==> src/sv/ppq_pkg.sv <==
package ppq_pkg;

    localparam int MAX_VERTICES = 16;
    localparam int IDX_W        = $clog2(MAX_VERTICES);
    localparam int CNT_W        = $clog2(MAX_VERTICES + 1);
    localparam int COORD_W      = 16;
    localparam int DIFF_W       = COORD_W + 1;
    localparam int PROD_W       = 2 * DIFF_W;
    localparam int SQ_W         = 2 * COORD_W;
    localparam int DIST_W       = SQ_W + 1;

    localparam logic [DIST_W-1:0] THRESH_RESET = DIST_W'(64);

    typedef enum logic [1:0] {
        ACT_CLEAR  = 2'd0,
        ACT_APPEND = 2'd1,
        ACT_QUERY  = 2'd2
    } t_action;

    // products of one vertex, folded into the running answer one cell later
    typedef struct packed {
        logic                     active;
        logic                     straddle;
        logic                     dy_pos;
        logic [IDX_W-1:0]         idx;
        logic signed [PROD_W-1:0] lhs;
        logic signed [PROD_W-1:0] rhs;
        logic [DIST_W-1:0]        sq_dist;
    } t_prod;

    typedef struct packed {
        logic              in_poly;
        logic              found;
        logic [IDX_W-1:0]  idx;
        logic [DIST_W-1:0] sq_dist;
    } t_acc;

    typedef struct packed {
        logic                      valid;
        logic signed [COORD_W-1:0] px;
        logic signed [COORD_W-1:0] py;
        t_prod                     prod;
        t_acc                      acc;
    } t_token;

    function automatic t_acc fold_vertex(t_acc acc, t_prod p, logic [DIST_W-1:0] thr);
        t_acc res;
        logic hit;
        res = acc;
        hit = 1'b0;
        if (p.active) begin
            if (p.straddle) begin
                hit = p.dy_pos ? ($signed(p.lhs) <= $signed(p.rhs))
                               : ($signed(p.lhs) >= $signed(p.rhs));
            end
            res.in_poly = acc.in_poly ^ hit;
            if ((p.sq_dist <= thr) && (!acc.found || (p.sq_dist < acc.sq_dist))) begin
                res.found   = 1'b1;
                res.idx     = p.idx;
                res.sq_dist = p.sq_dist;
            end
        end
        return res;
    endfunction

endpackage

==> src/sv/ppq_cell.sv <==
module ppq_cell (
    input  logic                               i_clk,
    input  logic                               i_rst_n,
    input  logic [ppq_pkg::IDX_W-1:0]          i_index,
    input  logic [ppq_pkg::CNT_W-1:0]          i_count,
    input  logic [ppq_pkg::DIST_W-1:0]         i_thr,
    input  logic                               i_wr_en,
    input  logic signed [ppq_pkg::COORD_W-1:0] i_wr_x,
    input  logic signed [ppq_pkg::COORD_W-1:0] i_wr_y,
    input  logic signed [ppq_pkg::COORD_W-1:0] i_prev_x,
    input  logic signed [ppq_pkg::COORD_W-1:0] i_prev_y,
    input  ppq_pkg::t_token                    i_token,
    output logic signed [ppq_pkg::COORD_W-1:0] o_x,
    output logic signed [ppq_pkg::COORD_W-1:0] o_y,
    output ppq_pkg::t_token                    o_token
);
    import ppq_pkg::*;

    logic signed [COORD_W-1:0] r_x;
    logic signed [COORD_W-1:0] r_y;
    t_token                    r_token;
    t_token                    n_token;

    logic signed [DIFF_W-1:0]  w_dpy;
    logic signed [DIFF_W-1:0]  w_dpx;
    logic signed [DIFF_W-1:0]  w_dxba;
    logic signed [DIFF_W-1:0]  w_dyba;
    logic signed [PROD_W-1:0]  w_sqx;
    logic signed [PROD_W-1:0]  w_sqy;

    // vertex a is this cell, vertex b the previous one in the ring
    assign w_dpy  = {i_token.py[COORD_W-1], i_token.py} - {r_y[COORD_W-1], r_y};
    assign w_dpx  = {i_token.px[COORD_W-1], i_token.px} - {r_x[COORD_W-1], r_x};
    assign w_dxba = {i_prev_x[COORD_W-1], i_prev_x} - {r_x[COORD_W-1], r_x};
    assign w_dyba = {i_prev_y[COORD_W-1], i_prev_y} - {r_y[COORD_W-1], r_y};
    assign w_sqx  = w_dpx * w_dpx;
    assign w_sqy  = w_dpy * w_dpy;

    always_comb begin
        n_token               = i_token;
        n_token.acc           = fold_vertex(i_token.acc, i_token.prod, i_thr);
        n_token.prod.active   = ({1'b0, i_index} < i_count);
        n_token.prod.straddle = (r_y > i_token.py) != (i_prev_y > i_token.py);
        n_token.prod.dy_pos   = (w_dyba > 0);
        n_token.prod.idx      = i_index;
        n_token.prod.lhs      = w_dpy * w_dxba;
        n_token.prod.rhs      = w_dpx * w_dyba;
        n_token.prod.sq_dist  = {1'b0, w_sqx[SQ_W-1:0]} + {1'b0, w_sqy[SQ_W-1:0]};
    end

    always_ff @(posedge i_clk) begin
        if (i_wr_en) begin
            r_x <= i_wr_x;
            r_y <= i_wr_y;
        end
    end

    always_ff @(posedge i_clk) begin
        if (!i_rst_n) begin
            r_token.valid <= 1'b0;
        end else begin
            r_token.valid <= n_token.valid;
        end
        r_token.px   <= n_token.px;
        r_token.py   <= n_token.py;
        r_token.prod <= n_token.prod;
        r_token.acc  <= n_token.acc;
    end

    assign o_x     = r_x;
    assign o_y     = r_y;
    assign o_token = r_token;

endmodule

==> config.mk <==
export PLATFORM = sky130hd
export DESIGN_NAME = ppq_cell
export DESIGN_NICKNAME = d
export VERILOG_FILES = /design/src/sv/ppq_pkg.sv /design/src/sv/ppq_cell.sv
export SDC_FILE = /design/constraint.sdc
export NUM_CORES = 2
export LEC_CHECK = 0
export ABC_AREA = 1
export BUFFER_PORTS_ARGS = -buffer_cell sky130_fd_sc_hd__buf_2
export CAP_MARGIN = 20
export CORE_MARGIN = 2
export CORE_UTILIZATION = 30
export DETAILED_ROUTE_END_ITERATION = 12
export GPL_TIMING_DRIVEN = 0
export MAX_ROUTING_LAYER = met4
export SYNTH_ARGS = -nofsm -noshare
export SYNTH_HDL_FRONTEND = slang
export SYNTH_SLANG_ARGS = --single-unit
export TNS_END_PERCENT = 20
==> constraint.sdc <==
create_clock -name i_clk -period 11.7 [get_ports i_clk]
set_clock_uncertainty 0.15 [all_clocks]
set_input_delay 1.17 -clock i_clk [delete_from_list [all_inputs] [get_ports i_clk]]
set_output_delay 1.17 -clock i_clk [all_outputs]
set_load 0.01 [all_outputs]
==> flow_summary.ini <==
[route]
avgViaCountPerCell = 4.65
drt_iter0_drc = 2767
drcViolationCount = 0
num_vias = 42800
wl_um = 172000
firstDrtPassIters = 6
antenna_left = 0
wl_per_cell_um = 18.7

[yosys]
synthCells = 6290
seq_area_frac_synth_pct = 8.62
async_reset_ff_share_pct = 0
synth_edf_count = 32
synth_warnings = 0
netlist_area_um2 = 53000
syn_nets = 8228
synth_seq_cells = 212
synth_flop_cell = dfxtp_1
syn_avg_cell_area_um2 = 8.42
synth.distinct_cells = 56

[setup_path]
worstPathMaxFanout = 10
critPathKind = register to register
crit_start = o_x[0]$_DFFE_PP_
crit_required_ns = 12.00
endpoint_kind = register
critical-path-max-stage-delay_ns = 0.87
cp.arrival_ns = 11.09
timing.rr.start = o_x[0]$_DFFE_PP_
startpoint_type = register
critPathSlowestCell = xor2_1

[cells_and_area]
fillers = 18700
seq_area_um2 = 4560
final_common_cell = inv_1
fin_util_pct = 33.9
area_delta_synth_final_pct = 12.3
drive_above_1_share_pct = 10.2
multi_input_area_um2 = 41600
nets = 8762
final_cell_mix = inv_1 (1595), fa_1 (1111), nand2_1 (1070)

[placement]
place_congestion = 0.971
port_buffers = 500
dp.final_hpwl_um = 153000

[sta]
tns_ns = 0
rsz0062_at_grt = false
slew_violations = 0
worst_slew_pin_slew_ns = 1.25
max_freq_ghz = 0.0927
post-route-min-period_ns = 10.79
setup_viol = 0
max_slew_margin_pct = 16.5
finalHoldViolCount = 0
period_share_pct = 92.2

[min_path]
min_path_type = input pin to register
worstHoldStart = i_index[0]

[global_routing]
grt_pass1_wl_um = 264000
grt_remaining_overflow = 0
antenna_found_initial = 25
grt_max_degree = 33
grt_usage_pct = 19.9
grt_pass1_vias = 45300

[floorplan]
rows = 154
die_height_um = 424
fp.dieW_um = 424
core_um2 = 176000
start_util_pct = 30.1
dieArea_um2 = 180000
ioPinCount = 501

[run]
drv_cap = 0

[clock_network]
cts_tree = built
clockRootBuffer = clkbuf_16
cts_hold_buffers = 0
cts_buffer_depth = 3
htreeDepth = 1
cts_setup_buffers = 0
clock_latency_ns = 0.67
cts_buffers = 27
clk_pin_slew_ns = 0.08
cts-resized-gates = 0
cts_sinks = 212

[outcome]
status = finished, final reports clean
## metrics by stage
step / instance area, um^2 / hold WS [ns] / setup slack [ns] / instances
after floorplan: 53000 / 0.721 / 2.70 / 6290
after global placement: 58400 / 0.897 / 0.218 / 9130
after detailed placement: 58400 / 0.895 / 0.489 / 9133
after CTS: 59400 / 0.424 / 1.00 / 9183
after global routing: 59500 / 0.450 / 0.492 / 9209
final: 59500 / 0.488 / 0.911 / 9217
## path summary, 6_finish.rpt
path	endpoint	slack (ns)	depth (start not counted)
worst max-delay path	o_token[67]$_DFF_P_	0.91	36
worst min register to register	o_token[145]$_DFF_P_	0.86	5
worst max register to register	o_token[67]$_DFF_P_	0.91	36
worst min-delay path	o_token[140]$_DFF_P_	0.49	1
## critical path: cells and delay by family (launching register included)
family	cells	cell delay [ns]
AOI/OAI and AO/OA	5	1.46
xor gates and xnor gates	3	1.61
adders and majority gates	10	4.44
buffers and inverters	7	0.69
DFF	1	0.69
and+or+nand+nor	11	1.53
## cell families after synthesis
| kind of cell | Yosys count | share of synthesized area, % |
|---|---|---|
| AO/OA/AOI/OAI | 516 | 5.55 |
| flip-flops | 212 | 8.62 |
| buffers and inverters | 1767 | 12.8 |
| XOR/XNOR | 212 | 3.65 |
| adder cells (fa/ha/maj) | 1649 | 54.7 |
| AND/OR/NAND/NOR | 1934 | 14.7 |
## sequential cells by signal, summed over array words and instances, names as in the netlist
name and cells:
o_x 16, o_token 180, o_y 16
## cell usage after synthesis (5+ instances only)
cell / instances / share of area [%]
o211ai_1: 10 / 0.14
o21ai_1: 11 / 0.10
a21o_1: 42 / 0.60
clkbuf_1: 57 / 0.40
buf_6: 6 / 0.13
xor2_1: 115 / 1.9
xnor2_1: 87 / 1.4
nand3b_1: 7 / 0.099
dfxtp_1: 180 / 6.8
a21oi_1: 273 / 2.6
buf_1: 11 / 0.078
edfxtp_1: 32 / 1.8
buf_2: 59 / 0.56
o31ai_1: 8 / 0.11
nand2_1: 1070 / 7.6
nor2_1: 594 / 4.2
nor4_1: 11 / 0.13
nand2_2: 9 / 0.11
o21bai_1: 19 / 0.27
nor3_1: 36 / 0.34
xor2_2: 9 / 0.28
inv_2: 22 / 0.16
o21a_1: 7 / 0.099
clkinv_1: 12 / 0.085
a21boi_0: 5 / 0.071
a31oi_1: 22 / 0.26
nand3_1: 103 / 0.97
nand4_1: 69 / 0.82
o21ai_0: 94 / 0.89
ha_1: 538 / 13
fa_1: 1111 / 42
or2_2: 19 / 0.22
o2111ai_1: 5 / 0.083
inv_1: 1595 / 11
## final cells by class
cell class                      instances  area share [%]
Antenna cell                           32           0.135
Clock buffer                           32            1.22
Clock inverter                         18           0.391
Buffer                                137            1.09
Timing Repair Buffer                  505            4.29
Tap cell                             2340            4.92
Multi-Input combinational cell       4311            70.0
Inverter                             1630            10.3
Sequential cell                       212            7.67
## layer usage
| metal | vias to the layer above | share of wire [%] | track usage [%] |
|---|---|---|---|
| li1 | 19800 | - | - |
| met4 | 0 | 5.9 | 9.41 |
| met3 | 222 | 6.7 | 3.42 |
| met5 | - | 0 | - |
| met1 | 21500 | 40 | 23.7 |
| met2 | 1290 | 48 | 32.7 |
Power is not shown: default switching activity piles up to over one toggle a cycle in this logic, so the estimate is an artifact.
